--- config.mk ---
export PLATFORM = sky130hd
export DESIGN_NAME = clock_calendar_with_alarm
export DESIGN_NICKNAME = d
export VERILOG_FILES = /design/src/hw/rtl/ccal_pkg.sv /design/src/hw/rtl/clock_calendar_with_alarm.sv
export SDC_FILE = /design/constraint.sdc
export NUM_CORES = 1
export LEC_CHECK = 0
export ABC_AREA = 1
export BUFFER_PORTS_ARGS = -buffer_cell sky130_fd_sc_hd__buf_2
export CAP_MARGIN = 20
export CELL_PAD_IN_SITES_DETAIL_PLACEMENT = 1
export CELL_PAD_IN_SITES_GLOBAL_PLACEMENT = 2
export CORE_UTILIZATION = 35
export DETAILED_ROUTE_END_ITERATION = 8
export PLACE_DENSITY_LB_ADDON = 0.1
export SETUP_SLACK_MARGIN = 0.2
export SYNTH_ARGS = -nofsm -noshare
export SYNTH_HDL_FRONTEND = slang
export SYNTH_SLANG_ARGS = --single-unit
--- constraint.sdc ---
create_clock -name clk_i -period 9.5 [get_ports clk_i]
set_input_delay 2.375 -clock clk_i [delete_from_list [all_inputs] [get_ports clk_i]]
set_output_delay 2.375 -clock clk_i [all_outputs]
set_load 0.1 [all_outputs]
--- src/hw/rtl/ccal_pkg.sv ---
`default_nettype none

package ccal_pkg;

  // Operation codes carried on the slave side's tuser.
  typedef enum logic [1:0] {
    OP_TICK      = 2'd0,
    OP_SET_TIME  = 2'd1,
    OP_SET_DATE  = 2'd2,
    OP_SET_ALARM = 2'd3
  } op_e;

  localparam logic [5:0] LAST_SECOND = 6'd59;
  localparam logic [5:0] LAST_MINUTE = 6'd59;
  localparam logic [4:0] LAST_HOUR   = 5'd23;
  localparam logic [3:0] LAST_MONTH  = 4'd11;

  localparam int unsigned DATA_W = 48;

  // Multiplicative inverse of 25 modulo 2**14. A 14-bit y is a multiple of 25
  // exactly when y * INV25 (mod 2**14) is no more than (2**14 - 1) / 25.
  localparam logic [13:0] INV25     = 14'd7209;
  localparam logic [13:0] DIV25_MAX = 14'd655;

  // Input item fields held in the input register.
  typedef struct packed {
    op_e         op;
    logic [4:0]  hour;
    logic [5:0]  minute;
    logic [5:0]  second;
    logic [4:0]  day;
    logic [3:0]  month;
    logic [13:0] year;
    logic        alarm_enable;
  } in_item_t;

  // Gregorian rule: divisible by 4, and either not by 100 or by 400.
  // With a factor of 4 present, 100 | y is 25 | y and 400 | y is 16 | y plus 25 | y.
  function automatic logic is_leap(logic [13:0] y);
    logic [13:0] prod;
    logic        div25;
    prod  = y * INV25;
    div25 = (prod <= DIV25_MAX);
    return (y[1:0] == 2'b00) && (!div25 || (y[3:0] == 4'b0000));
  endfunction

  function automatic logic [4:0] days_in(logic [3:0] month, logic leap);
    logic [4:0] len;
    unique case (month)
      4'd0, 4'd2, 4'd4, 4'd6, 4'd7, 4'd9, 4'd11: len = 5'd31;
      4'd3, 4'd5, 4'd8, 4'd10:                   len = 5'd30;
      4'd1:                                      len = leap ? 5'd29 : 5'd28;
      default:                                   len = 5'd0;
    endcase
    return len;
  endfunction

endpackage

`default_nettype wire

--- src/hw/rtl/clock_calendar_with_alarm.sv ---
`default_nettype none

// Path: a beat accepted is held in the input register, processed once the result
//   register can take it, and shown on the master side from then on.
// Throughput: one beat per cycle unless the master stalls; the only state loop is
//   the counter and alarm update between the input register and the result register.
// Reset (rst_ni low, asynchronous): time 00:00:00.0, January 1st 2018, alarm off.
module clock_calendar_with_alarm #(
  parameter int TOP_YEAR         = 9999,
  parameter int TICKS_PER_SECOND = 10
) (
  input  wire logic                         clk_i,
  input  wire logic                         rst_ni,
  // Slave side: one operation per beat.
  input  wire logic                         s_axis_tvalid,
  output logic                              s_axis_tready,
  // tdata fields from bit 0 up: hour_in[4:0], minute_in[10:5], second_in[16:11],
  // day_in[21:17], month_in[25:22], year_in[39:26], alarm_enable[40], zero pad.
  input  wire logic [ccal_pkg::DATA_W-1:0]  s_axis_tdata,
  // tuser fields: operation[1:0].
  input  wire logic [1:0]                   s_axis_tuser,
  // Master side: one result per operation.
  output logic                              m_axis_tvalid,
  input  wire logic                         m_axis_tready,
  // tdata fields from bit 0 up: accepted[0], alarm_fired[1], alarm_armed[2],
  // tenths_now[6:3], second_now[12:7], minute_now[18:13], hour_now[23:19],
  // day_now[28:24], month_now[32:29], year_now[46:33], zero pad[47].
  output logic [ccal_pkg::DATA_W-1:0]       m_axis_tdata
);
  import ccal_pkg::*;

  localparam logic [13:0] TopYear  = 14'(TOP_YEAR);
  localparam logic [3:0]  LastTick = 4'(TICKS_PER_SECOND - 1);

  // Input register and result register with their valid flags.
  in_item_t            in_q;
  logic                in_valid_q, in_valid_d;
  logic [DATA_W-1:0]   out_q, out_d;
  logic                out_valid_q, out_valid_d;

  // Clock, calendar and alarm state.
  logic [3:0]  tenths_q, tenths_d;
  logic [5:0]  second_q, second_d;
  logic [5:0]  minute_q, minute_d;
  logic [4:0]  hour_q, hour_d;
  logic [4:0]  day_q, day_d;
  logic [3:0]  month_q, month_d;
  logic [13:0] year_q, year_d;
  logic        leap_q, leap_d;
  logic        alarm_on_q, alarm_on_d;
  logic [5:0]  alarm_hour_q, alarm_hour_d;
  logic [5:0]  alarm_minute_q, alarm_minute_d;
  logic [5:0]  alarm_second_q, alarm_second_d;

  logic in_fire;
  logic advance;

  // The input register empties whenever the result register can take the
  // result, so a new beat can enter every cycle unless the master stalls.
  assign advance       = in_valid_q && (!out_valid_q || m_axis_tready);
  assign s_axis_tready = !in_valid_q || advance;
  assign in_fire       = s_axis_tvalid && s_axis_tready;
  assign m_axis_tvalid = out_valid_q;
  assign m_axis_tdata  = out_q;

  always_comb begin
    in_valid_d = in_valid_q;
    if (in_fire) begin
      in_valid_d = 1'b1;
    end else if (advance) begin
      in_valid_d = 1'b0;
    end
    out_valid_d = out_valid_q;
    if (advance) begin
      out_valid_d = 1'b1;
    end else if (m_axis_tready) begin
      out_valid_d = 1'b0;
    end
  end

  // Tick cascade. Each wrap is decided on the current count, so the carry
  // chain is a set of parallel compares ANDed together.
  logic        tick_sec, tick_min, tick_hour, tick_day, tick_month, tick_year;
  logic [13:0] year_inc;
  logic        leap_inc;
  assign tick_sec   = (tenths_q >= LastTick);
  assign tick_min   = tick_sec && (second_q >= LAST_SECOND);
  assign tick_hour  = tick_min && (minute_q >= LAST_MINUTE);
  assign tick_day   = tick_hour && (hour_q >= LAST_HOUR);
  assign tick_month = tick_day && (day_q >= days_in(month_q, leap_q));
  assign tick_year  = tick_month && (month_q >= LAST_MONTH);
  assign year_inc   = (year_q >= TopYear) ? 14'd0 : (year_q + 14'd1);
  assign leap_inc   = is_leap(year_inc);

  // Validity of the set requests.
  logic time_ok, date_ok;
  assign time_ok = (in_q.second <= LAST_SECOND) && (in_q.minute <= LAST_MINUTE) &&
                   (in_q.hour <= LAST_HOUR);
  assign date_ok = (in_q.year <= TopYear) && (in_q.month <= LAST_MONTH) &&
                   (in_q.day != 5'd0) &&
                   (in_q.day <= days_in(in_q.month, is_leap(in_q.year)));

  // Alarm time: offset plus current time of day, with one correction per field.
  logic [6:0] sum_sec, sum_min;
  logic [5:0] sum_hour;
  logic [5:0] al_sec, al_min, al_hour;
  logic       carry_sec, carry_min;
  always_comb begin
    sum_sec   = 7'(in_q.second) + 7'(second_q);
    carry_sec = (sum_sec > 7'(LAST_SECOND));
    al_sec    = carry_sec ? 6'(sum_sec - 7'd60) : sum_sec[5:0];
    sum_min   = 7'(in_q.minute) + 7'(minute_q) + 7'(carry_sec);
    carry_min = (sum_min > 7'(LAST_MINUTE));
    al_min    = carry_min ? 6'(sum_min - 7'd60) : sum_min[5:0];
    sum_hour  = 6'(in_q.hour) + 6'(hour_q) + 6'(carry_min);
    al_hour   = (sum_hour > 6'(LAST_HOUR)) ? (sum_hour - 6'd24) : sum_hour;
  end

  // State update and result assembly for the item in the input register.
  logic accepted, fired;
  always_comb begin
    tenths_d       = tenths_q;
    second_d       = second_q;
    minute_d       = minute_q;
    hour_d         = hour_q;
    day_d          = day_q;
    month_d        = month_q;
    year_d         = year_q;
    leap_d         = leap_q;
    alarm_on_d     = alarm_on_q;
    alarm_hour_d   = alarm_hour_q;
    alarm_minute_d = alarm_minute_q;
    alarm_second_d = alarm_second_q;
    accepted       = 1'b1;
    fired          = 1'b0;

    unique case (in_q.op)
      OP_TICK: begin
        tenths_d = tick_sec   ? 4'd0 : (tenths_q + 4'd1);
        if (tick_sec) begin
          second_d = tick_min ? 6'd0 : (second_q + 6'd1);
        end
        if (tick_min) begin
          minute_d = tick_hour ? 6'd0 : (minute_q + 6'd1);
        end
        if (tick_hour) begin
          hour_d = tick_day ? 5'd0 : (hour_q + 5'd1);
        end
        if (tick_day) begin
          day_d = tick_month ? 5'd1 : (day_q + 5'd1);
        end
        if (tick_month) begin
          month_d = tick_year ? 4'd0 : (month_q + 4'd1);
        end
        if (tick_year) begin
          year_d = year_inc;
          leap_d = leap_inc;
        end
        // The alarm compares against the time after the tick.
        if (alarm_on_q && (6'(hour_d) == alarm_hour_q) &&
            (minute_d == alarm_minute_q) && (second_d == alarm_second_q)) begin
          fired          = 1'b1;
          alarm_on_d     = 1'b0;
          alarm_hour_d   = 6'd0;
          alarm_minute_d = 6'd0;
          alarm_second_d = 6'd0;
        end
      end
      OP_SET_TIME: begin
        accepted = time_ok;
        if (time_ok) begin
          tenths_d = 4'd0;
          second_d = in_q.second;
          minute_d = in_q.minute;
          hour_d   = in_q.hour;
        end
      end
      OP_SET_DATE: begin
        accepted = date_ok;
        if (date_ok) begin
          day_d   = in_q.day;
          month_d = in_q.month;
          year_d  = in_q.year;
          leap_d  = is_leap(in_q.year);
        end
      end
      OP_SET_ALARM: begin
        alarm_second_d = al_sec;
        alarm_minute_d = al_min;
        alarm_hour_d   = al_hour;
        alarm_on_d     = in_q.alarm_enable;
      end
      default: begin
        accepted = 1'b1;
      end
    endcase

    out_d = {1'b0, year_d, month_d, day_d, hour_d, minute_d, second_d, tenths_d,
             alarm_on_d, fired, accepted};
  end

  // Control and clock state.
  always_ff @(posedge clk_i or negedge rst_ni) begin
    if (!rst_ni) begin
      in_valid_q     <= 1'b0;
      out_valid_q    <= 1'b0;
      tenths_q       <= 4'd0;
      second_q       <= 6'd0;
      minute_q       <= 6'd0;
      hour_q         <= 5'd0;
      day_q          <= 5'd1;
      month_q        <= 4'd0;
      year_q         <= 14'd2018;
      leap_q         <= 1'b0;
      alarm_on_q     <= 1'b0;
      alarm_hour_q   <= 6'd0;
      alarm_minute_q <= 6'd0;
      alarm_second_q <= 6'd0;
    end else begin
      in_valid_q  <= in_valid_d;
      out_valid_q <= out_valid_d;
      if (advance) begin
        tenths_q       <= tenths_d;
        second_q       <= second_d;
        minute_q       <= minute_d;
        hour_q         <= hour_d;
        day_q          <= day_d;
        month_q        <= month_d;
        year_q         <= year_d;
        leap_q         <= leap_d;
        alarm_on_q     <= alarm_on_d;
        alarm_hour_q   <= alarm_hour_d;
        alarm_minute_q <= alarm_minute_d;
        alarm_second_q <= alarm_second_d;
      end
    end
  end

  // Payload registers.
  always_ff @(posedge clk_i) begin
    if (in_fire) begin
      in_q.op           <= op_e'(s_axis_tuser);
      in_q.hour         <= s_axis_tdata[4:0];
      in_q.minute       <= s_axis_tdata[10:5];
      in_q.second       <= s_axis_tdata[16:11];
      in_q.day          <= s_axis_tdata[21:17];
      in_q.month        <= s_axis_tdata[25:22];
      in_q.year         <= s_axis_tdata[39:26];
      in_q.alarm_enable <= s_axis_tdata[40];
    end
    if (advance) begin
      out_q <= out_d;
    end
  end

  // The clock state moves only when an item is processed.
  assert property (@(posedge clk_i) disable iff (!rst_ni)
    !advance |=> ($stable(tenths_q) && $stable(second_q) && $stable(day_q) &&
                  $stable(year_q) && $stable(alarm_on_q)))
    else $error("clock state changed without a processed item");

  // Counters never leave their ranges.
  assert property (@(posedge clk_i) disable iff (!rst_ni)
    (tenths_q <= LastTick) && (second_q <= LAST_SECOND) && (minute_q <= LAST_MINUTE) &&
    (hour_q <= LAST_HOUR) && (month_q <= LAST_MONTH) && (day_q != 5'd0) &&
    (day_q <= days_in(month_q, leap_q)))
    else $error("time or date counter out of range");

  // The leap flag always follows the stored year.
  assert property (@(posedge clk_i) disable iff (!rst_ni)
    leap_q == is_leap(year_q))
    else $error("leap flag disagrees with year");

  // A fired alarm is disarmed in the same result.
  assert property (@(posedge clk_i) disable iff (!rst_ni)
    m_axis_tvalid |-> !(m_axis_tdata[1] && m_axis_tdata[2]))
    else $error("alarm reported fired and still armed");

  // A processed item always lands in the result register on the next edge.
  assert property (@(posedge clk_i) disable iff (!rst_ni)
    advance |=> (out_valid_q && (out_q == $past(out_d))))
    else $error("processed item lost on the way to the result register");

endmodule

`default_nettype wire
==> metrics.yaml <==
wl_per_cell_um: 17.8
synth_edf_count: 90
hpwl_mm: 26.1
syn_area_per_cell_um2: 8.37
first_pass_iters: 5
area_growth_pct: 13.4
grt_setup_unrepaired: "no"
htree_levels: 4
die_width_um: 183
drive_gt1_share_pct: 11.6
drc: 0
place_area_um2: 12500
worstSetupStartpointType: "register"
place.gp.congestion: 0.823
yosysWarningCount: 0
postLayoutCoreUtil_pct: 40.2
final.min_clock_period_ns: 6.89
rows: 66
syn-cell-area_um2: 11500
root_buffer: "clkbuf_16"
cts_setup_buffers: 0
detail-route-antenna-nets: 0
routed_wl_mm: 34.3
numCtsBuffers: 17
grt_pass1_wl_mm: 54.4
hold_buffers: 0
max_freq_ghz: 0.145
vias: 9681
synthDistinctLibCells: 55
grt_overflow_total: 0
hp-class: "register to register"
setup_violations: 0
synth-seq-cells: 156
grt_max_degree: 79
p_per_area_nw_per_um2: 345
dieArea_um2: 33600
core_um2: 32500
yosys.area.top_type: "edfxtp_1"
max_stage_delay_ns: 0.74
antenna_found_initial: 0
grt_usage_pct: 21.3
syn-num-nets: 1580
path_max_fanout: 20
cp_data_arrival_time_ns: 7.24
die_h_um: 183
synth_cells: 1375
drt_iter0_markers: 464
slowest_stage: "inv_1"
ctsResizeCount: 0
worst_slew_pin_slew_ns: 0.929
final_max_slew_viol_count: 0
p_leak_nw: 6.23
cap_violations: 0
irDropWorstVdd_mv: 0.186
cts_tree: "built"
io_buffers: 95
relSlewSlack_pct: 38.0
status: "finished, final reports clean"
hold_violations: 0
via_per_inst: 5.04
start_util_pct: 35.4
required_ns: 9.85
synthFlopType: "edfxtp_1"
ys_seq_area_share_pct: 37.9
power.total_w: 0.00450
grt_pass1_vias: 9949
clk_pin_slew_ns: 0.06
async_reset_ff_share_pct: 42.3
synth_area_leaders: "edfxtp_1, ha_1, dfrtp_1"
post-route-period-util_pct: 72.5
clock_latency_ns: 0.44
clock-sinks: 156
cts.path.max_buffers: 2
crit_path_end_kind: "register"
yosysTopAreaCellShare_pct: 23.5
design_area_um2: 13000
nets: 1671
fin_setup_tns_ns: 0
n_antenna_cell: 0
io_pins: 104
crit_type: "register to register"
finalClockSkew_ns: 0.00989
-- critical path, delay by kind of cell, from the launching register on --
family	cells	cell delay, ns
buffers and inverters	4	0.92
AOI/OAI and AO/OA	7	1.30
and+or+nand+nor	7	1.22
adders and majority gates	7	2.80
DFF	1	0.56
-- synth_stat cells, types with 18 or more instances --
| master | instances |
|---|---|
| nand3_1 | 89 |
| fa_1 | 27 |
| nand2_1 | 300 |
| a21oi_1 | 66 |
| o21ai_0 | 106 |
| nor2_1 | 86 |
| edfxtp_1 | 90 |
| nand4_1 | 20 |
| clkbuf_1 | 18 |
| xor2_1 | 24 |
| dfrtp_1 | 58 |
| ha_1 | 124 |
| inv_1 | 208 |
-- metrics by stage --
| step | cells | hold slack [ns] | setup slack [ns] |
|---|---|---|---|
| final | 1921 | 0.489 | 2.61 |
| after global routing | 1921 | 0.522 | 2.20 |
| after CTS | 1921 | 0.494 | 2.54 |
| after detailed placement | 1889 | 0.479 | 2.55 |
| after global placement | 1889 | 0.462 | 2.56 |
| after floorplan | 1375 | 0.442 | 3.94 |
-- cell families (layout without fill, tap and decap cells) --
group	after synthesis	count (layout)	synth area share, %
xor+xnor	40	40	3.05
compound gates	235	235	11.7
other cells	1	1	0.0326
mux	1	1	0.0870
buf+inv	243	347	8.09
fa+ha+maj	151	151	18.2
simple gates	548	548	20.9
flops	156	156	37.9
-- flip-flops by register name, indices dropped and copies added, names as in the netlist --
| name | cells |
|---|---|
| alarm_on_q | 1 |
| alarm_second_q | 6 |
| hour_q | 5 |
| leap_q | 1 |
| day_q | 5 |
| year_q | 14 |
| minute_q | 6 |
| in_valid_q | 1 |
| alarm_hour_q | 6 |
| in_q | 43 |
| m_axis_tvalid | 1 |
| month_q | 4 |
| alarm_minute_q | 6 |
| second_q | 6 |
| tenths_q | 4 |
| m_axis_tdata | 47 |
-- cells in the final DEF (no fill, tap or decap), types with 13 or more instances in the layout --
cell,Yosys,layout
dfrtp_1,58,58
nand4_1,20,20
nor3_1,13,13
fa_1,27,27
edfxtp_1,90,90
nand3_1,89,89
ha_1,124,124
xnor2_1,16,16
a21oi_1,66,66
buf_2,2,94
nand2_1,300,300
clkbuf_16,0,17
nor2_1,86,85
o21ai_0,106,106
xor2_1,24,24
inv_1,208,207
-- area by class of cell --
type	instances	area, um2
multi-input combinational	976	6210
clock inverter	10	115
inverter	214	806
fill	3929	19400
tap	442	553
clock buffer	22	474
timing repair buffer	101	523
sequential	156	4360
-- path summary, 6_finish.rpt --
path / start / to / slack, ns / depth (start not counted)
max: in_q[1]$_DFFE_PP_ / month_q[1]$_DFFE_PN0P_ / 2.61 / 25
min: alarm_hour_q[5]$_DFFE_PN0P_ / alarm_hour_q[5]$_DFFE_PN0P_ / 0.49 / 2
max reg2reg: in_q[1]$_DFFE_PP_ / month_q[1]$_DFFE_PN0P_ / 2.61 / 25
min reg2reg: alarm_hour_q[5]$_DFFE_PN0P_ / alarm_hour_q[5]$_DFFE_PN0P_ / 0.49 / 2
max in group asynchronous: rst_ni / second_q[1]$_DFFE_PN0P_ / 6.63 / 2
min in group asynchronous: rst_ni / year_q[11]$_DFFE_PN0P_ / 1.81 / 1
-- layer usage --
layer,track usage (%),share of wire [%],vias to the layer above
met5,0,0,-
met4,4.97,1.2,0
met3,3.97,3.3,23
met2,34.7,46,156
met1,29.2,49,4728
li1,-,-,4774
-- where the power goes --
group | switching [W] | internal (W)
sequential | 0.000182 | 0.000934
clock | 0.000294 | 0.000407
combinational | 0.00180 | 0.000880
total | 0.00228 | 0.00222
Note: power is estimated with default switching activity, not from simulation.
